--- config.mk ---
export PLATFORM = sky130hd
export DESIGN_NAME = nc3_job_fifo
export DESIGN_NICKNAME = d
export VERILOG_FILES = /design/src/hdl/assert_macros.svh /design/src/hdl/nc3_job_fifo.sv
export SDC_FILE = /design/constraint.sdc
export NUM_CORES = 1
export LEC_CHECK = 0
export BUFFER_PORTS_ARGS = -buffer_cell sky130_fd_sc_hd__buf_2
export CORE_UTILIZATION = 46
export DETAILED_ROUTE_END_ITERATION = 10
export PLACE_DENSITY = 0.74
export SYNTH_ARGS = -nofsm -noshare
export SYNTH_HDL_FRONTEND = slang
export SYNTH_SLANG_ARGS = --single-unit
--- constraint.sdc ---
create_clock -name i_clk -period 1.6 [get_ports i_clk]
set_input_delay 0.08 -clock i_clk [delete_from_list [all_inputs] [get_ports i_clk]]
set_output_delay 0.08 -clock i_clk [all_outputs]
set_load 0.05 [all_outputs]
--- src/hdl/assert_macros.svh ---
// Assertion macros shared by the RTL of the normalised 3x3 filter.
// Depends on nothing; included by the files that carry assertions.
`ifndef ASSERT_MACROS_SVH
`define ASSERT_MACROS_SVH

// Property that must hold at every clock edge outside reset.
`define NC3_ASSERT(lbl, clk, rst_n, prop) \
    lbl: assert property (@(posedge clk) disable iff (!(rst_n)) (prop)) \
        else $error("assertion failed");

// Condition that must never be seen outside reset.
`define NC3_NEVER(lbl, clk, rst_n, cond) \
    lbl: assert property (@(posedge clk) disable iff (!(rst_n)) !(cond)) \
        else $error("forbidden condition seen");

`endif

--- src/hdl/nc3_job_fifo.sv ---
// Two-entry queue carrying output jobs from the front to the back.
// Depends on nothing.
`default_nettype none
module nc3_job_fifo #(
    parameter int WIDTH = 18
) (
    input  wire              i_clk,
    input  wire              i_rst_n,
    input  wire              i_push,
    input  wire  [WIDTH-1:0] i_data,
    input  wire              i_pop,
    output logic [WIDTH-1:0] o_data,
    output logic             o_full,
    output logic             o_empty
);
    logic [WIDTH-1:0] r_mem [2];
    logic             r_wp;
    logic             r_rp;
    logic [1:0]       r_cnt;

    always_ff @(posedge i_clk) begin
        if (!i_rst_n) begin
            r_wp  <= 1'b0;
            r_rp  <= 1'b0;
            r_cnt <= 2'd0;
        end else begin
            if (i_push) begin
                r_wp <= ~r_wp;
            end
            if (i_pop) begin
                r_rp <= ~r_rp;
            end
            r_cnt <= r_cnt + 2'(i_push) - 2'(i_pop);
        end
        if (i_push) begin
            r_mem[r_wp] <= i_data;
        end
    end

    assign o_data  = r_mem[r_rp];
    assign o_full  = (r_cnt == 2'd2);
    assign o_empty = (r_cnt == 2'd0);
endmodule
`default_nettype wire

==> qor.yml <==
worst_pin_slew_ns: 0.254
gp_congestion: 0.628
crit_type: "reg -> out"
die_w_um: 60.6
timing.hold.ws_ns: 0.0752
dr.pass1.iters: 3
synth_top_family_by_area: "multiplexers"
yosysMostFrequentCell: "edfxtp_1"
grt_pass1_vias: 927
synth_compound_area_share_pct: 0.476
drtIter0Drc: 14
path_depth: 3
leakage_nw: 0.869
area_growth_pct: 35.4
cap_violations: 0
pre_cts_ws_ns: 0.321
rows: 20
setup_viol: 0
drt-vias-per-instance: 4.69
cts_tree: "yes"
dpl_cell_area_mm2: 0.00185
finalHoldViolations: 0
syn_area_mm2: 0.00158
outcome: "finished clean"
worstHoldEndpoint: "r_rp"
powerDensity_mw_per_mm2: 1140
yosys_warnings: 0
syn_inst: 77
setup_ws_ns: 0.0647
hold_depth: 3
cp.required_ns: 1.52
remaining_drc_errors: 0
fmax_mhz: 651
cts_made_buffers: 5
synth_common_cells: "edfxtp_1 (36), mux2_4 (10), mux2_2 (8)"
antenna_found_initial: 0
regToRegSetupSlack_ns: 0.35
synth_fp_nets: 101
diodes: 0
ios: 42
ys_seq_area_share_pct: 74.9
nets: 172
fillerInstances: 247
wl_mm: 2.53
synth_cell_types: 14
worst_r2r_path_depth: 6
cts_root_buf: "clkbuf_4"
clock-sinks: 41
drive_gt1_share_pct: 49.7
port_buffers: 41
worst_clock_skew_ns: 0.0174
drtAntennaViolNets: 0
cp_cell_sequence: "buf_6 > mux2_2 > clkbuf_4"
initial_utilization_pct: 50.0
ys_async_sr_fraction_pct: 0
avgRoutedWirePerCell_um: 13.1
slew_violations: 0
ys_ff_latch: 41
vias: 906
synth_adder_area_share_pct: 1.59
muxShareOfSynthArea_pct: 15.2
crit_path_top_delay_cell: "dfxtp_4"
grt.busiest_layer: "met2"
critPathMaxFanout: 7
final_util_pct: 67.8
synth_edf_count: 36
die-area_mm2: 0.00367
min_from: "i_pop"
cp-start-kind: "flip-flop"
grt_use_met3_pct: 4.48
insertion_delay_ns: 0.35
clockBufferDepth: 2
min_period_ns: 1.54
clk_pin_slew_ns: 0.11
r2r-end: "r_cnt[1]"
final_cell_count_no_fill: 193
grt-ovfl-total: 0
die_y_um: 60.6
grt_max_degree: 14
setup_tns_ns: 0
grt.total_usage_pct: 15.7
worstSetupEndpointType: "output pin"
grt_use_met2_pct: 29.5
cts_setup_buffers: 0
critPathArrivalTime_ns: 1.46
cp_slowest_stage_delay_ns: 0.40
min_path_type: "in -> reg"
r2r_start: "r_cnt[0]"
htree_levels: 2
ys.flop_type: "edfxtp_1"
rsz0062_at_grt: "false"
fin_area_mm2: 0.00214
cp_top_family: "flip-flops"
synthSimpleGateAreaFrac_pct: 3.41
grt_pass1_wl_mm: 3.85
cp_num_buf_inv: 2
vdd_drop_max_v: 0.000732
total_power_mw: 2.45
synthTopCellsByArea: "edfxtp_1 (69%), mux2_4 (9.5%), dfxtp_1 (6.3%), mux2_2 (5.7%), and2_1 (1.6%)"
core_mm2: 0.00315
synth.largest_area_cell: "edfxtp_1"
hpwl_mm: 1.71
syn_avg_cell_area_um2: 20.5
fin_crit_sh_pct: 96.0
synth_xor_area_share_pct: 1.98
grt_use_met1_pct: 15.8
synth_top_area_share_pct: 68.5
placedCellCount: 166
max-slew-margin-rel_pct: 83.2
## worst max path at each step
stage	startpoint	endpoint	slack (ns)
final	flip-flop	o_data[0]	0.06
after global routing	flip-flop	o_data[0]	0.003
after CTS	flip-flop	o_data[17]	0.01
after detailed placement	flip-flop	o_data[3]	0.32
after global placement	flip-flop	o_data[0]	0.34
after floorplan	r_wp	r_mem[0][0]	0.04
## area by class of cell
cell class	count	area (um^2)	area share (%)
Sequential cell	41	1180	55.4
Clock inverter	2	35.0	1.64
Timing Repair Buffer	66	453	21.2
Inverter	2	7.51	0.351
Tap cell	44	55.1	2.58
Clock buffer	6	41.3	1.93
Multi-Input combinational cell	32	360	16.9
## what timing repair did
| action | 4_1_cts | 5_1_grt |
|---|---|---|
| endpoints found under the hold margin | 41 | 0 |
| resized for setup | 3 | 3 |
| hold buffers | 19 | 0 |
| setup endpoints to repair | 15 | 15 |
## flip-flops by register name (all words and copies together), names as in the netlist, named ones only
register / count
r_mem: 36
r_cnt: 2
r_wp: 1
r_rp: 1
## layout by cell type, fill, tap and decap left out
cell            n
and2_1          4
buf_2          39
buf_4           5
buf_6           2
bufinv_16       1
clkbuf_1        1
clkbuf_4        6
clkinv_2        1
dfxtp_1         4
dfxtp_4         1
dlygate4sd3_1  19
edfxtp_1       36
ha_1            2
inv_1           2
mux2_2          8
mux2_4         10
nor2_1          1
nor2b_1         3
nor2b_2         1
o21a_1          1
xnor3_1         1
xor2_1          1
## layer usage
layer | up-vias | part of all wire, %
met5 | - | 0
met4 | 0 | 1.3
met3 | 4 | 5.4
met2 | 33 | 54
met1 | 439 | 39
li1 | 430 | -
## logic make-up (layout without fill, tap and decap cells)
| family | count (synthesis) | in the layout |
|---|---|---|
| adders and majority gates | 2 | 2 |
| and+or+nand+nor | 9 | 9 |
| muxes | 18 | 18 |
| xor gates and xnor gates | 2 | 2 |
| buffers and inverters | 4 | 76 |
| DFF | 41 | 41 |
| AOI/OAI and AO/OA | 1 | 1 |
## worst register-to-register path, cell delays in order, from the launching register on
cell and delay [ns]:
dfxtp_1 0.36, inv_1 0.05, ha_1 0.27, inv_1 0.06
ha_1 0.14, xnor3_1 0.21, nor2b_1 0.10
## power by group
group | internal [mW] | switching (mW)
combinational | 0.213 | 0.332
clock | 0.328 | 0.313
sequential | 1.23 | 0.0278
total | 1.77 | 0.673
Power figures use the tool's default switching activity.
