File: src/hdl/assert_macros.svh
// Assertion macros shared by the RTL of the normalised 3x3 filter.
// Depends on nothing; included by the files that carry assertions.
`ifndef ASSERT_MACROS_SVH
`define ASSERT_MACROS_SVH

// Property that must hold at every clock edge outside reset.
`define NC3_ASSERT(lbl, clk, rst_n, prop) \
    lbl: assert property (@(posedge clk) disable iff (!(rst_n)) (prop)) \
        else $error("assertion failed");

// Condition that must never be seen outside reset.
`define NC3_NEVER(lbl, clk, rst_n, cond) \
    lbl: assert property (@(posedge clk) disable iff (!(rst_n)) !(cond)) \
        else $error("forbidden condition seen");

`endif

File: src/hdl/nc3_pkg.sv
// Types and constants shared by the normalised 3x3 filter modules.
// Depends on nothing.
`default_nettype none
package nc3_pkg;

    localparam int NTAPS     = 9;
    localparam int CFG_IDX_W = 2;

    localparam logic [CFG_IDX_W-1:0] CFG_KERNEL = 2'd0;
    localparam logic [CFG_IDX_W-1:0] CFG_WIDTH  = 2'd1;
    localparam logic [CFG_IDX_W-1:0] CFG_HEIGHT = 2'd2;
    localparam logic [CFG_IDX_W-1:0] CFG_COLOR  = 2'd3;

    localparam logic OP_PUSH  = 1'b0;
    localparam logic OP_DRAIN = 1'b1;

    localparam int SAMPLE_W = 8;
    localparam int DIM_W    = 11;

    // Border and frame flags of one queued output job.
    typedef struct packed {
        logic left;
        logic right;
        logic top;
        logic bottom;
        logic last;
    } t_job_flags;

    // Frame progress seen by the top level.
    typedef struct packed {
        logic in_done;
        logic out_done;
    } t_front_stat;

endpackage
`default_nettype wire

File: src/hdl/nc3_back.sv
// Back part: reads the nine neighbours of one job from the line store,
// accumulates the weighted sum, divides bit-serially and registers the result.
// Uses nc3_pkg.
`default_nettype none
module nc3_back
    import nc3_pkg::*;
#(
    parameter int MAX_WIDTH   = 1024,
    parameter int WEIGHT_BITS = 4
) (
    input  wire                                        i_clk,
    input  wire                                        i_rst_n,
    input  wire                                        i_fifo_empty,
    output logic                                       o_pop,
    input  wire  [$clog2((2*MAX_WIDTH+3)*3)-1:0]       i_job_addr,
    input  t_job_flags                                 i_job_flags,
    input  wire  [NTAPS*WEIGHT_BITS-1:0]               i_kernel,
    input  wire  [$clog2(3*MAX_WIDTH+1)-1:0]           i_rowstep,
    input  wire                                        i_color,
    output logic [$clog2((2*MAX_WIDTH+3)*3)-1:0]       o_raddr,
    input  wire  [SAMPLE_W-1:0]                        i_rdata,
    output logic                                       o_valid,
    input  wire                                        i_ready,
    output logic [SAMPLE_W-1:0]                        o_value,
    output logic                                       o_zero_err,
    output logic                                       o_last,
    output logic                                       o_idle
);
    localparam int DEPTH = (2*MAX_WIDTH+3)*3;
    localparam int AW    = $clog2(DEPTH);
    localparam int TW    = AW + 2;
    localparam int SW    = WEIGHT_BITS + 4;
    localparam int ACW   = SAMPLE_W + WEIGHT_BITS + 4;
    localparam int CW    = $clog2(ACW+1);

    typedef enum logic [2:0] {
        ST_IDLE, ST_TAP, ST_FLUSH, ST_DIV, ST_OUT
    } t_state;

    t_state                 r_state;
    logic [AW-1:0]          r_center;
    t_job_flags             r_flags;
    logic [1:0]             r_dx, r_dy;
    logic                   r_mac_v;
    logic [WEIGHT_BITS-1:0] r_mac_w;
    logic [ACW-1:0]         r_acc;
    logic [SW-1:0]          r_wsum;
    logic [SW:0]            r_rem;
    logic [CW-1:0]          r_cnt;
    logic                   r_err;

    logic [TW-1:0]          t_sum, roff, coff, t_red;
    logic [3:0]             k;
    logic                   tap_ok;
    logic [WEIGHT_BITS-1:0] wsel;
    logic [SW:0]            rem_sh;
    logic                   q_bit;
    logic [SAMPLE_W+WEIGHT_BITS-1:0] prod;

    always_comb begin
        roff = (r_dy == 2'd0) ? (TW'(0) - TW'(i_rowstep)) :
               (r_dy == 2'd2) ? TW'(i_rowstep) : '0;
        coff = (r_dx == 2'd0) ? (i_color ? TW'(-3) : TW'(-1)) :
               (r_dx == 2'd2) ? (i_color ? TW'(3) : TW'(1)) : '0;
        t_sum = TW'(r_center) + TW'(DEPTH) + roff + coff;
        if (t_sum >= TW'(2*DEPTH)) begin
            t_red = t_sum - TW'(2*DEPTH);
        end else if (t_sum >= TW'(DEPTH)) begin
            t_red = t_sum - TW'(DEPTH);
        end else begin
            t_red = t_sum;
        end
        o_raddr = t_red[AW-1:0];

        k = 4'(r_dx) * 4'd3 + 4'(r_dy);
        tap_ok = !((r_dx == 2'd0) && r_flags.left) && !((r_dx == 2'd2) && r_flags.right)
              && !((r_dy == 2'd0) && r_flags.top) && !((r_dy == 2'd2) && r_flags.bottom);
        wsel = tap_ok ? i_kernel[WEIGHT_BITS*k +: WEIGHT_BITS] : '0;

        prod   = r_mac_w * i_rdata;
        rem_sh = {r_rem[SW-1:0], r_acc[ACW-1]};
        q_bit  = (rem_sh >= {1'b0, r_wsum});

        o_pop  = (r_state == ST_IDLE) && !i_fifo_empty;
        o_idle = (r_state == ST_IDLE);
    end

    always_ff @(posedge i_clk) begin
        if (!i_rst_n) begin
            r_state <= ST_IDLE;
            o_valid <= 1'b0;
            r_mac_v <= 1'b0;
        end else begin
            // In ST_OUT the output register is either held or reloaded below.
            if (o_valid && i_ready && (r_state != ST_OUT)) begin
                o_valid <= 1'b0;
            end
            if ((r_state == ST_TAP || r_state == ST_FLUSH) && r_mac_v) begin
                r_acc  <= r_acc + ACW'(prod);
                r_wsum <= r_wsum + SW'(r_mac_w);
            end
            case (r_state)
                ST_IDLE: begin
                    if (!i_fifo_empty) begin
                        r_center <= i_job_addr;
                        r_flags  <= i_job_flags;
                        r_dx     <= 2'd0;
                        r_dy     <= 2'd0;
                        r_acc    <= '0;
                        r_wsum   <= '0;
                        r_mac_v  <= 1'b0;
                        r_state  <= ST_TAP;
                    end
                end
                ST_TAP: begin
                    r_mac_w <= wsel;
                    r_mac_v <= 1'b1;
                    if (r_dy == 2'd2) begin
                        r_dy <= 2'd0;
                        if (r_dx == 2'd2) begin
                            r_state <= ST_FLUSH;
                        end else begin
                            r_dx <= r_dx + 2'd1;
                        end
                    end else begin
                        r_dy <= r_dy + 2'd1;
                    end
                end
                ST_FLUSH: begin
                    r_mac_v <= 1'b0;
                    r_rem   <= '0;
                    r_cnt   <= CW'(ACW);
                    r_state <= ST_DIV;
                end
                ST_DIV: begin
                    if (r_wsum == '0) begin
                        r_err   <= 1'b1;
                        r_state <= ST_OUT;
                    end else begin
                        r_err <= 1'b0;
                        r_rem <= q_bit ? (rem_sh - {1'b0, r_wsum}) : rem_sh;
                        r_acc <= {r_acc[ACW-2:0], q_bit};
                        r_cnt <= r_cnt - CW'(1);
                        if (r_cnt == CW'(1)) begin
                            r_state <= ST_OUT;
                        end
                    end
                end
                ST_OUT: begin
                    if (!o_valid || i_ready) begin
                        o_valid    <= 1'b1;
                        o_value    <= r_err ? '0 : r_acc[SAMPLE_W-1:0];
                        o_zero_err <= r_err;
                        o_last     <= r_flags.last;
                        r_state    <= ST_IDLE;
                    end
                end
                default: begin
                    r_state <= ST_IDLE;
                end
            endcase
        end
    end
endmodule
`default_nettype wire
File: config.mk
export PLATFORM = sky130hd
export DESIGN_NAME = nc3_back
export DESIGN_NICKNAME = d
export VERILOG_FILES = /design/src/hdl/assert_macros.svh /design/src/hdl/nc3_pkg.sv /design/src/hdl/nc3_back.sv
export SDC_FILE = /design/constraint.sdc
export NUM_CORES = 1
export LEC_CHECK = 0
export ABC_CLOCK_PERIOD_IN_PS = 7400
export BUFFER_PORTS_ARGS = -buffer_cell sky130_fd_sc_hd__buf_2
export CORE_MARGIN = 2
export CORE_UTILIZATION = 54
export CTS_BUF_LIST = sky130_fd_sc_hd__clkbuf_16
export DETAILED_ROUTE_END_ITERATION = 7
export HOLD_SLACK_MARGIN = 0.1
export MAX_ROUTING_LAYER = met4
export PLACE_DENSITY = 0.78
export SLEW_MARGIN = 10
export SYNTH_ARGS = -nofsm -noshare
export SYNTH_HDL_FRONTEND = slang
export SYNTH_SLANG_ARGS = --single-unit
File: constraint.sdc
create_clock -name i_clk -period 7.4 [get_ports i_clk]
set_input_delay 1.48 -clock i_clk [delete_from_list [all_inputs] [get_ports i_clk]]
set_output_delay 1.48 -clock i_clk [all_outputs]
set_load 0.01 [all_outputs]
==> results.cfg <==
[status]
status = finished clean

[worst_setup_path]
critical_path.max_fanout = 6
reg2reg_slack_ns = 2.43
slowest_delay_ns = 0.56
startpoint = i_rowstep[2]
cp_cell_sequence = buf_2, nor2_4, nand4b_1, or3_1, or2_4, o21ai_2, a21oi_2, ha_1, inv_1, fa_1, ha_4, a2111oi_4, nand2b_1, a21oi_2, nor4_2, and3b_2, o32ai_4, buf_6, nand2_1, a211o_1, nand4b_1, buf_2
cp_num_cells = 22
end_kind = primary output
r2r_end = r_acc[12]
path_class = in -> out
endpoint = o_raddr[12]
worstPathRequired_ns = 5.92
slowest_stage = fa_1
reg2reg_depth = 14
crit_family = simple AND/OR/NAND/NOR gates
path_buf_inv = 4
timing.rr.start = r_mac_w[1]
cp_data_arrival_time_ns = 5.92
cp-start-kind = input pin

[placed_design]
routabilityCongestion = 0.942
dp.cells = 1172
hpwlAfterDp_microns = 14500
io_buffers = 104

[global_routing]
grtUsageTotal_pct = 25.1
grt_antenna_before_repair = 1
grt-ovfl-total = 0
grt_max_degree = 36
grt_pass1_vias = 6675
grt_pass1_wl_microns = 31400

[route]
ant_nets = 0
wl_met2_microns = 9500
wl_per_cell_microns = 16.2
wl_microns = 19400
vias_per_cell = 5.82
drtPass1Iterations = 5
route.met3.wl_microns = 876
drc = 0
vias = 6970
met1_length_microns = 8390
drtIter0Drc = 425
highest_layer = met4

[sta]
period_share_pct = 100
worst_pin_slew_ns = 1.12
rsz0062_at_grt = yes
max_freq_ghz = 0.135
period_needed_ns = 7.40
relSlewSlack_pct = 25.3
hold_violations = 0
setup_violations = 0
tns_ns = 0
maxSlewViolCount = 0
skew_ns = 0.00612

[synthesis]
synth_area_leaders = edfxtp_1, ha_1, fa_1, inv_1, o21ai_0
synth_top_cell_area_share_pct = 28.0
synth_enable_flop_cells = 74
synth_cells = 856
synth_cell_type_count = 77
synthTopCellsByCount = inv_1, ha_1, edfxtp_1, nand2_1, nor2_1
synth-seq-area-share_pct = 29.3
synth_top_cell_by_area = edfxtp_1
synth_nets = 1049
avgSynthCellArea_sq_um = 9.27
synth_area_sq_um = 7930
ys_async_sr_fraction_pct = 0
ys_warn_count = 0
ys.flop_type = edfxtp_1
synth_seq_cells = 79
synth.most_common_cell = inv_1

[floorplanning]
die_area_sq_um = 15700
die_h_microns = 125
die_x_microns = 125
io_pins = 105
design.core.area_sq_um = 14400
row_count = 44
start_util_pct = 55.0

[min_path]
hold_path_startpoint = r_flags[0]
hold_path_class = reg -> reg

[final_layout]
nets = 1201
areaGrowthSynthToFinish_pct = 22.6
stdcell_count = 1198
fin_util_pct = 67.4
drive_above_1_share_pct = 25.6

[clock_tree]
root_buffer = clkbuf_16
cts_buffers = 9
ctsHoldBuffers = 0
clk_pin_slew_worst_paths_ns = 0.06
cts_tree = yes
cts_max_level = 3
clk_path_buf_depth = 2
cts.sinks = 79
clock_latency_ns = 0.34

[run]
cap_violations = 0
## registers in the layout (all words and copies together), names as in the netlist, 2 cells and up
name and flops:
r_acc 16, r_center 13, o_value 8, r_rem 8
r_wsum 8, r_cnt 5, r_flags 5, r_mac_w 4
r_state 3, r_dx 2, r_dy 2
## per-layer routing
metal,global-route usage (%),vias to the layer above
met4,8.24,0
met2,41.0,226
met3,3.55,50
li1,-,3340
met5,-,-
met1,32.5,3354
## through the flow
stage	hold slack, ns	setup slack, ns	cell area, sq um
after global routing	0.441	-0.204	9720
after detailed placement	0.406	-0.235	8990
after CTS	0.421	0.00272	9430
after global placement	0.403	-0.110	8990
final	0.422	0.00259	9720
after floorplan	0.400	0.0381	7950
## worst min path at each step
stage / endpoint / depth (start not counted)
after floorplan: o_last / 0
after global placement: o_last / 0
after detailed placement: o_last / 0
after CTS: o_last / 0
after global routing: o_last / 0
final: o_last / 0
## cells in the final DEF, fill, tap and decap left out, types with 7 or more instances in the layout
master	count
fa_1	38
nand2_1	72
o21ai_1	8
buf_2	102
a21oi_1	47
inv_1	96
mux4_2	8
mux2i_1	7
edfxtp_1	74
clkbuf_16	9
xnor2_1	29
ha_4	7
and2_1	29
nor2_1	67
a22oi_1	7
buf_4	56
nor3_1	20
o21ai_0	51
xor2_1	11
nand3_1	15
a21o_1	9
nor2b_1	15
a211oi_1	8
ha_1	67
o31ai_1	7
## kinds of logic after synthesis
group	count (synthesis)	share of synthesized area, %
mux	22	4.13
simple gates	275	17.4
xor+xnor	44	4.95
fa+ha+maj	114	21.7
flops	79	29.3
buf+inv	123	5.87
compound gates	199	16.7
## cell type report
cell class              count  area (sq um)
diodes                      1          2.50
fillers                  1111          4700
well taps                 184           230
clock buffers               9           225
repair buffers            163           991
multi-input cells         654          5490
clock inverters             7          73.8
inverters                 101           392
flip-flops and latches     79          2320
## timing repair
| action | in CTS | in global routing |
|---|---|---|
| endpoints found under the hold margin | 0 | 0 |
| endpoints found under the setup margin | 13 | 13 |
| gates cloned | 0 | 0 |
| gates resized for setup | 17 | 55 |
| pin swaps | 5 | 19 |
| buffers inserted | 3 | 6 |
Power is left out: the tool's default activity adds up to more than one toggle a clock period on the data nets, which glitch-free logic cannot reach.
