## src/hdl/assert_macros.svh

```systemverilog
// Assertion macros shared by the RTL of the normalised 3x3 filter.
// Depends on nothing; included by the files that carry assertions.
`ifndef ASSERT_MACROS_SVH
`define ASSERT_MACROS_SVH

// Property that must hold at every clock edge outside reset.
`define NC3_ASSERT(lbl, clk, rst_n, prop) \
    lbl: assert property (@(posedge clk) disable iff (!(rst_n)) (prop)) \
        else $error("assertion failed");

// Condition that must never be seen outside reset.
`define NC3_NEVER(lbl, clk, rst_n, cond) \
    lbl: assert property (@(posedge clk) disable iff (!(rst_n)) !(cond)) \
        else $error("forbidden condition seen");

`endif

```

## src/hdl/nc3_pkg.sv

```systemverilog
// Types and constants shared by the normalised 3x3 filter modules.
// Depends on nothing.
`default_nettype none
package nc3_pkg;

    localparam int NTAPS     = 9;
    localparam int CFG_IDX_W = 2;

    localparam logic [CFG_IDX_W-1:0] CFG_KERNEL = 2'd0;
    localparam logic [CFG_IDX_W-1:0] CFG_WIDTH  = 2'd1;
    localparam logic [CFG_IDX_W-1:0] CFG_HEIGHT = 2'd2;
    localparam logic [CFG_IDX_W-1:0] CFG_COLOR  = 2'd3;

    localparam logic OP_PUSH  = 1'b0;
    localparam logic OP_DRAIN = 1'b1;

    localparam int SAMPLE_W = 8;
    localparam int DIM_W    = 11;

    // Border and frame flags of one queued output job.
    typedef struct packed {
        logic left;
        logic right;
        logic top;
        logic bottom;
        logic last;
    } t_job_flags;

    // Frame progress seen by the top level.
    typedef struct packed {
        logic in_done;
        logic out_done;
    } t_front_stat;

endpackage
`default_nettype wire

```

## src/hdl/nc3_front.sv

```systemverilog
// Front part: accepts samples and drains, writes the line store, tracks the
// input and output raster positions and queues output jobs. Uses nc3_pkg.
`default_nettype none
module nc3_front
    import nc3_pkg::*;
#(
    parameter int MAX_WIDTH  = 1024,
    parameter int MAX_HEIGHT = 1024
) (
    input  wire                                        i_clk,
    input  wire                                        i_rst_n,
    input  wire                                        i_cfg_we,
    input  wire                                        i_valid,
    output logic                                       o_ready,
    input  wire                                        i_op,
    input  wire  [SAMPLE_W-1:0]                        i_sample,
    input  wire  [$clog2(MAX_WIDTH+1)-1:0]             i_w_eff,
    input  wire  [$clog2(MAX_HEIGHT+1)-1:0]            i_h_eff,
    input  wire                                        i_color,
    input  wire                                        i_back_idle,
    input  wire                                        i_fifo_full,
    output logic                                       o_push,
    output logic [$clog2((2*MAX_WIDTH+3)*3)-1:0]       o_job_addr,
    output t_job_flags                                 o_job_flags,
    output logic                                       o_we,
    output logic [$clog2((2*MAX_WIDTH+3)*3)-1:0]       o_waddr,
    output logic [SAMPLE_W-1:0]                        o_wdata,
    output t_front_stat                                o_stat
);
    localparam int WW    = $clog2(MAX_WIDTH+1);
    localparam int HW    = $clog2(MAX_HEIGHT+1);
    localparam int LW    = $clog2(3*MAX_WIDTH+5);
    localparam int DEPTH = (2*MAX_WIDTH+3)*3;
    localparam int AW    = $clog2(DEPTH);

    logic [AW-1:0] r_wptr, r_optr;
    logic [1:0]    r_in_ch, r_out_ch;
    logic [WW-1:0] r_in_c, r_out_c;
    logic [HW-1:0] r_in_r, r_out_r;
    logic          r_in_done, r_out_done;
    logic [LW-1:0] r_diff;

    logic [AW-1:0] n_wptr, n_optr, wp, op;
    logic [1:0]    n_in_ch, n_out_ch, ich, och, ch_last;
    logic [WW-1:0] n_in_c, n_out_c, ic, oc, w_m1;
    logic [HW-1:0] n_in_r, n_out_r, ir, orow, h_m1;
    logic          n_in_done, n_out_done, ind, outd;
    logic [LW-1:0] n_diff, dcur, lag_w, lag;
    logic          accept, restart, do_push, emit, in_final, out_final;

    always_comb begin
        w_m1    = i_w_eff - WW'(1);
        h_m1    = i_h_eff - HW'(1);
        ch_last = i_color ? 2'd2 : 2'd0;
        lag_w   = LW'(i_w_eff) + LW'(1);
        lag     = i_color ? (lag_w + (lag_w << 1)) : lag_w;

        o_ready = !i_fifo_full && !(r_in_done && r_out_done && !i_back_idle);
        accept  = i_valid && o_ready;
        restart = accept && (i_op == OP_PUSH) && r_in_done && r_out_done;

        ich  = restart ? 2'd0 : r_in_ch;
        ic   = restart ? '0 : r_in_c;
        ir   = restart ? '0 : r_in_r;
        ind  = restart ? 1'b0 : r_in_done;
        och  = restart ? 2'd0 : r_out_ch;
        oc   = restart ? '0 : r_out_c;
        orow = restart ? '0 : r_out_r;
        outd = restart ? 1'b0 : r_out_done;
        dcur = restart ? '0 : r_diff;
        wp   = restart ? '0 : r_wptr;
        op   = restart ? '0 : r_optr;

        do_push  = accept && (i_op == OP_PUSH) && !ind;
        in_final = (ich == ch_last) && (ic == w_m1) && (ir == h_m1);
        n_in_done = ind || (do_push && in_final);

        emit = (do_push && !outd && ((dcur + LW'(1) > lag) || n_in_done))
            || (accept && (i_op == OP_DRAIN) && r_in_done && !r_out_done);
        out_final = (och == ch_last) && (oc == w_m1) && (orow == h_m1);
        n_out_done = outd || (emit && out_final);

        n_in_ch = ich;
        n_in_c  = ic;
        n_in_r  = ir;
        if (do_push) begin
            if (ich == ch_last) begin
                n_in_ch = 2'd0;
                if (ic == w_m1) begin
                    n_in_c = '0;
                    if (ir != h_m1) begin
                        n_in_r = ir + HW'(1);
                    end
                end else begin
                    n_in_c = ic + WW'(1);
                end
            end else begin
                n_in_ch = ich + 2'd1;
            end
        end

        n_out_ch = och;
        n_out_c  = oc;
        n_out_r  = orow;
        if (emit) begin
            if (och == ch_last) begin
                n_out_ch = 2'd0;
                if (oc == w_m1) begin
                    n_out_c = '0;
                    if (orow != h_m1) begin
                        n_out_r = orow + HW'(1);
                    end
                end else begin
                    n_out_c = oc + WW'(1);
                end
            end else begin
                n_out_ch = och + 2'd1;
            end
        end

        n_diff = dcur + LW'(do_push) - LW'(emit);
        n_wptr = do_push ? ((wp == AW'(DEPTH-1)) ? '0 : wp + AW'(1)) : wp;
        n_optr = emit ? ((op == AW'(DEPTH-1)) ? '0 : op + AW'(1)) : op;

        o_we    = do_push;
        o_waddr = wp;
        o_wdata = i_sample;
        o_push  = emit;
        o_job_addr = op;
        o_job_flags.left   = (oc == '0);
        o_job_flags.right  = (oc == w_m1);
        o_job_flags.top    = (orow == '0);
        o_job_flags.bottom = (orow == h_m1);
        o_job_flags.last   = out_final;
        o_stat.in_done  = r_in_done;
        o_stat.out_done = r_out_done;
    end

    always_ff @(posedge i_clk) begin
        if (!i_rst_n || i_cfg_we) begin
            r_wptr <= '0;  r_optr <= '0;
            r_in_ch <= '0; r_in_c <= '0; r_in_r <= '0; r_in_done <= 1'b0;
            r_out_ch <= '0; r_out_c <= '0; r_out_r <= '0; r_out_done <= 1'b0;
            r_diff <= '0;
        end else begin
            r_wptr <= n_wptr;  r_optr <= n_optr;
            r_in_ch <= n_in_ch; r_in_c <= n_in_c; r_in_r <= n_in_r;
            r_in_done <= n_in_done;
            r_out_ch <= n_out_ch; r_out_c <= n_out_c; r_out_r <= n_out_r;
            r_out_done <= n_out_done;
            r_diff <= n_diff;
        end
    end
endmodule
`default_nettype wire

```

## config.mk

```make
export PLATFORM = sky130hd
export DESIGN_NAME = nc3_front
export DESIGN_NICKNAME = d
export VERILOG_FILES = /design/src/hdl/assert_macros.svh /design/src/hdl/nc3_pkg.sv /design/src/hdl/nc3_front.sv
export SDC_FILE = /design/constraint.sdc
export NUM_CORES = 1
export LEC_CHECK = 0
export ABC_AREA = 1
export BUFFER_PORTS_ARGS = -buffer_cell sky130_fd_sc_hd__buf_2
export CAP_MARGIN = 10
export CORE_MARGIN = 2
export CORE_UTILIZATION = 40
export CTS_CLUSTER_DIAMETER = 30
export DETAILED_ROUTE_END_ITERATION = 16
export PLACE_DENSITY_LB_ADDON = 0.2
export SLEW_MARGIN = 25
export SYNTH_ARGS = -nofsm -noshare
export SYNTH_HDL_FRONTEND = slang
export SYNTH_SLANG_ARGS = --single-unit
```

## constraint.sdc

```tcl
create_clock -name i_clk -period 6.5 [get_ports i_clk]
set_input_delay 0 -clock i_clk [delete_from_list [all_inputs] [get_ports i_clk]]
set_output_delay 0 -clock i_clk [all_outputs]
set_load 0.01 [all_outputs]
```

==> results of run 1 <==
==> final cells by class <==
class                   instances  area (sq um)
clock buffers                  10         239.0
clock inverters                 6         51.30
fillers                      2356         12280
inverters                     204         765.7
multi-input cells            1138          5918
flip-flops and latches         88          1762
well taps                     280         350.3
repair buffers                 73         385.4
==> cell families after synthesis <==
family                     Yosys count  synth area share [%]
and+or+nand+nor                    839                 41.00
buffers and inverters              260                 12.97
AOI/OAI and AO/OA                  166                 10.45
DFF                                 88                 19.98
xor gates and xnor gates            81                 8.132
adders and majority gates           52                 7.465
==> sequential cells by signal, indices dropped and copies added (netlist names) <==
register,cells
r_optr,13
r_out_done,1
r_in_done,1
r_wptr,13
r_in_c,11
r_out_ch,2
r_out_c,11
r_in_r,11
r_in_ch,2
r_out_r,11
r_diff,12
==> metrics by stage <==
stage / hold slack [ps] / utilization, % / total power [mW] / cells / setup WS, ps
finish: 0.003911 / 43.54 / 1.598 / 1799 / 920.6
floorplan: 32.89 / - / 0.9600 / 1486 / 988.3
global placement: 0.06862 / 42.20 / 1.074 / 1783 / 883.5
global route: 0.01470 / 43.54 / 1.711 / 1799 / 425.0
CTS: 0.06862 / 43.54 / 1.610 / 1799 / 889.3
detailed placement: 0.06862 / 42.20 / 1.075 / 1783 / 832.1
==> routing by layer <==
metal,vias up,global-route usage [%]
li1,4783,-
met4,0,3.748
met5,-,0
met3,19,3.157
met2,253,33.33
met1,4136,29.65
==> worst reg2reg max path: cells and delay by family (launching register included) <==
family,cells,cell delay [ps]
XOR/XNOR,1,160
flip-flops,1,410
adder cells (fa/ha/maj),5,1330
AO/OA/AOI/OAI,5,1030
AND/OR/NAND/NOR,18,2210
buffers and inverters,5,370
==> worst max-delay path by stage <==
stage | startpoint | endpoint | slack, ps | cells past startpoint
after detailed placement | i_w_eff[0] | r_diff[8] | 830 | 42
after global placement | i_w_eff[0] | r_diff[8] | 880 | 42
after floorplan | r_in_done | r_diff[8] | 990 | 37
final | r_in_done | r_diff[8] | 920 | 34
after global routing | r_in_done | r_diff[8] | 430 | 34
after CTS | r_in_done | r_diff[8] | 890 | 34
==> synthesized netlist by cell type (3+ instances only) <==
master / number / area share (%)
xor2_1: 67 / 6.7
dfxtp_1: 88 / 20
nand2_1: 427 / 18
a31oi_1: 4 / 0.28
nor3_2: 4 / 0.45
buf_4: 12 / 1.0
nand2_2: 5 / 0.35
a211oi_1: 8 / 0.68
clkbuf_1: 15 / 0.64
o21ai_0: 48 / 2.7
nand2_4: 3 / 0.38
buf_2: 14 / 0.79
xnor2_1: 13 / 1.3
inv_2: 4 / 0.17
o2111ai_1: 3 / 0.30
o21bai_1: 3 / 0.26
nor3_1: 29 / 1.6
inv_1: 198 / 8.4
buf_6: 14 / 1.8
nor2_2: 13 / 0.92
nor4_1: 10 / 0.71
ha_1: 51 / 7.2
o21a_1: 5 / 0.43
a21oi_1: 85 / 4.8
nor2_1: 180 / 7.7
nand4_1: 26 / 1.8
nand3_1: 126 / 7.2
==> power by group through the flow <==
stage	Combinational, mW	Sequential (mW)	Clock (mW)
after floorplan	0.388	0.572	0
after global placement	0.500	0.573	0
after detailed placement	0.502	0.573	0
after CTS	0.505	0.561	0.545
after global routing	0.586	0.562	0.562
final	0.508	0.561	0.529
==> flow_metrics.env, run 1 <==
export IMPL_status="completed"
export IMPL_r2r_end="r_diff[8]"
export IMPL_setup_tns_ps=0
export IMPL_highest_layer="met4"
export IMPL_internal_power_mw=1.002
export IMPL_synth_edf_count=0
export IMPL_cp_slowest_stage_delay_ps=440
export IMPL_nets=1604
export IMPL_cts_buffers=9
export IMPL_avgSynthCellArea_sq_um=5.933
export IMPL_die_x_um=152.5
export IMPL_postRouteAntennaNets=0
export IMPL_initial_core_util_pct=40.52
export IMPL_firstDrtPassIters=6
export IMPL_fin_crit_sh_pct=85.84
export IMPL_worstHoldStart="i_sample[7]"
export IMPL_worstReg2RegStart="r_in_done"
export IMPL_grt_pass1_wl_mm=40.44
export IMPL_area_growth_pct=7.437
export IMPL_crit_buf_inv=5
export IMPL_power_switching_share_pct=37.29
export IMPL_rows=54
export IMPL_io_pins=82
export IMPL_ys_seq_elements=88
export IMPL_route_met3_wl_mm=1.401
export IMPL_setup_viol=0
export IMPL_synthArstFlopShare_pct=0
export IMPL_grt_max_degree=60
export IMPL_power_frac_comb_pct=31.8
export IMPL_cts_post_setup_buffers_inserted=0
export IMPL_finalHoldViolations=0
export IMPL_wl_per_cell_um=13.65
export IMPL_final_cell_area_sq_um=9472
export IMPL_htree_levels=3
export IMPL_slew_viol_final=0
export IMPL_postCtsResizedCells=0
export IMPL_p_sw_mw=0.5957
export IMPL_drt_vias_per_instance=5.109
export IMPL_cts_max_path_buffers=2
export IMPL_end_kind="register"
export IMPL_dpl_hpwl_mm=18.20
export IMPL_clockRootBuffer="clkbuf_16"
export IMPL_maxSlewHeadroom_pct=28.03
export IMPL_worstHoldPathCells=0
export IMPL_syn_cell_area_sq_um=8816
export IMPL_ys_seq_area_share_pct=19.98
export IMPL_synth_cell_types=50
export IMPL_regToRegSetupSlack_ps=920
export IMPL_worstSetupPathType="register to register"
export IMPL_drc=0
export IMPL_ir_worst_vdd_uv=97.58
export IMPL_required_ps=6780
export IMPL_fmax_mhz=179.2
export IMPL_p_leak_nw=4.411
export IMPL_drtIter0Drc=592
export IMPL_power_density_nw_per_um2=168.7
export IMPL_min_path_type="input pin to output port"
export IMPL_cp_max_fo=12
export IMPL_path_clk_slew_ps=70
export IMPL_wirelength_mm=24.55
export IMPL_synthCells=1486
export IMPL_cap_violations=0
export IMPL_fin_skew_ps=11.43
export IMPL_antenna_cells=0
export IMPL_vias=9191
export IMPL_gr_total_overflow=0
export IMPL_power_frac_clock_pct=33.1
export IMPL_final_cell_mix="nand2_1, inv_1, nor2_1"
export IMPL_io_buffers=65
export IMPL_route_layer_met1_wl_mm=12.11
export IMPL_worst_pin_slew_ps=1070
export IMPL_layout_commonest_cell="nand2_1"
export IMPL_antenna_found_initial=0
export IMPL_hold_buffers=0
export IMPL_drive_gt1_share_pct=8.492
export IMPL_whs_endpoint="o_wdata[7]"
export IMPL_cp_start_kind="register"
export IMPL_die_area_sq_um=23240
export IMPL_fin_crit_ps=5579
export IMPL_wl_met2_mm=10.82
export IMPL_rsz0062_at_grt="false"
export IMPL_grt_total_usage_pct=20.70
export IMPL_synth_ff_type="dfxtp_1"
export IMPL_clock_sinks=88
export IMPL_slowest_stage="o41ai_1"
export IMPL_seqPwrFrac_pct=35.1
export IMPL_ff2ff_path_depth=34
export IMPL_tritoncts="built"
export IMPL_post_dp_cell_area_sq_um=9181
export IMPL_arrival_ps=5860
export IMPL_die_height_um=152.5
export IMPL_synth_nets=1576
export IMPL_finalWeightedCongestion=0.8688
export IMPL_grt_pass1_vias=8147
export IMPL_core_sq_um=21760
export IMPL_clkLatencyLatePin_ps=350
export IMPL_crit_family="simple AND/OR/NAND/NOR gates"
export IMPL_yosys_warnings=0
Power figures use the tool's default switching activity.
==> inputs of run 2 (changes only) <==
--- a/config.mk
+++ b/config.mk
@@ -9,7 +9,7 @@
 export BUFFER_PORTS_ARGS = -buffer_cell sky130_fd_sc_hd__buf_2
 export CAP_MARGIN = 10
 export CORE_MARGIN = 2
-export CORE_UTILIZATION = 40
+export CORE_UTILIZATION = 45
 export CTS_CLUSTER_DIAMETER = 30
 export DETAILED_ROUTE_END_ITERATION = 16
 export PLACE_DENSITY_LB_ADDON = 0.2
==> run 2 against run 1 <==
Non-clock buffer count is 1 higher. Fmax is 2.6% higher. Setup slack improved by 140 ps. Via count fell by 0.87%. Sequential power barely moved. First-iteration DRC count increased by 5.6%. Combinational power fell by 2%. Cell count decreased by 0.83%.
==> flow_metrics.env, run 2 (synthesis gave the netlist of run 1 again) <==
export IMPL_grt_max_degree=43
export IMPL_worstHoldStart="i_sample[3]"
export IMPL_worstReg2RegStart="r_in_done"
export IMPL_end_kind="register"
export IMPL_cts_post_setup_buffers_inserted=0
export IMPL_grt_total_usage_pct=23.64
export IMPL_nets=1605
export IMPL_core_sq_um=19330
export IMPL_fin_skew_ps=8.478
export IMPL_area_growth_pct=7.621
export IMPL_required_ps=6790
export IMPL_die_area_sq_um=20730
export IMPL_grt_pass1_vias=8180
export IMPL_arrival_ps=5730
export IMPL_layout_commonest_cell="nand2_1"
export IMPL_hold_buffers=0
export IMPL_cts_buffers=9
export IMPL_busiest_layer="met2"
export IMPL_cp_start_kind="register"
export IMPL_cp_max_fo=28
export IMPL_htree_levels=3
export IMPL_cts_max_path_buffers=2
export IMPL_slowest_stage="o41ai_1"
export IMPL_drt_vias_per_instance=5.107
export IMPL_antenna_found_initial=0
export IMPL_cp_slowest_stage_delay_ps=430
export IMPL_rsz0062_at_grt="false"
export IMPL_die_height_um=144.0
export IMPL_met2_usage_pct=38.02
export IMPL_status="completed"
export IMPL_die_x_um=144.0
export IMPL_setup_viol=0
export IMPL_drc=0
export IMPL_reg_top3="r_optr (13), r_wptr (13), r_diff (12)"
export IMPL_fin_crit_sh_pct=83.67
export IMPL_clockRootBuffer="clkbuf_16"
export IMPL_use_met1_pct=33.11
export IMPL_path_clk_slew_ps=70
export IMPL_fmax_mhz=183.9
export IMPL_final_cell_area_sq_um=9488
export IMPL_wirelength_mm=23.93
export IMPL_ir_worst_vdd_uv=119.4
export IMPL_clkLatencyLatePin_ps=360
export IMPL_cpMostUsedCell="nand2_1"
export IMPL_drive_gt1_share_pct=8.492
export IMPL_p_leak_nw=4.431
export IMPL_initial_core_util_pct=45.60
export IMPL_dpl_hpwl_mm=17.67
export IMPL_grt_pass1_wl_mm=39.69
export IMPL_firstDrtPassIters=5
export IMPL_worstSetupPathType="register to register"
export IMPL_post_dp_cell_area_sq_um=9170
export IMPL_nFillCells=2012
export IMPL_power_density_nw_per_um2=173.0
export IMPL_postRouteAntennaNets=0
export IMPL_clock_sinks=88
export IMPL_min_path_type="input pin to output port"
export IMPL_rows=51
export IMPL_setup_tns_ps=0
export IMPL_tritoncts="built"
export IMPL_finalHoldViolations=0
export IMPL_critPathLaunch="r_in_done"
export IMPL_cap_violations=0
export IMPL_gr_total_overflow=0
export IMPL_maxSlewHeadroom_pct=31.93
export IMPL_antenna_cells=0
export IMPL_postCtsResizedCells=0
export IMPL_slew_viol_final=0
export IMPL_drtIter0Drc=625
export IMPL_io_pins=82
export IMPL_grt_use_met3_pct=3.932
export IMPL_fin_crit_ps=5439
export IMPL_wl_per_cell_um=13.41
export IMPL_worst_pin_slew_ps=1018
export IMPL_final_core_util_pct=49.07
export IMPL_io_buffers=65
export IMPL_vias=9111
export IMPL_finalWeightedCongestion=0.9098
export IMPL_final_cell_mix="nand2_1, inv_1, nor2_1"
## run 2: layer usage
metal,vias to the layer above,wire length (um),part of all wire [%]
li1,4783,-,-
met1,4098,11700,49
met2,211,10590,44
met3,19,1360,5.7
met4,0,283,1.2
met5,-,0,0
## run 2: report_power, final
part           internal [mW]  total [mW]  switching [mW]
Clock                  0.338       0.581           0.243
Combinational          0.172       0.500           0.329
Sequential             0.555       0.561         0.00522
Total                   1.06        1.64           0.577
## run 2: through the flow
step                worst slack (ps)  total power, mW  hold slack [ps]  cells
global route                   507.3            1.749          0.01506   1784
detailed placement             842.9            1.071          0.07494   1769
global placement               999.6            1.068          0.07494   1769
finish                          1061            1.642         0.003459   1784
floorplan                      988.3           0.9600            32.89   1486
CTS                             1028            1.655          0.07494   1784
## run 2: path summary, 6_finish.rpt
kind              cells after the start    endpoint  slack (ps)
setup reg to reg                     33   r_diff[8]        1060
hold / removal                        0  o_wdata[3]       0.003
hold reg to reg                       2  r_in_c[10]         480
setup / recovery                     33   r_diff[8]        1060
## run 2: final cells by class
| cell class | instances | area (sq um) | share of cell area (%) |
|---|---|---|---|
| inverters | 204 | 765.7 | 8.071 |
| flip-flops and latches | 88 | 1762 | 18.57 |
| repair buffers | 74 | 392.9 | 4.141 |
| clock inverters | 6 | 92.59 | 0.9759 |
| clock buffers | 9 | 225.2 | 2.374 |
| multi-input cells | 1138 | 5918 | 62.38 |
| well taps | 265 | 331.6 | 3.495 |
## run 2: worst max-delay path, delay by kind of cell, from the launching register on
family	cells	cell delay [ps]
DFF	1	420
AOI/OAI and AO/OA	5	1010
buffers and inverters	5	690
adders and majority gates	5	1350
and+or+nand+nor	17	1750
xor gates and xnor gates	1	160
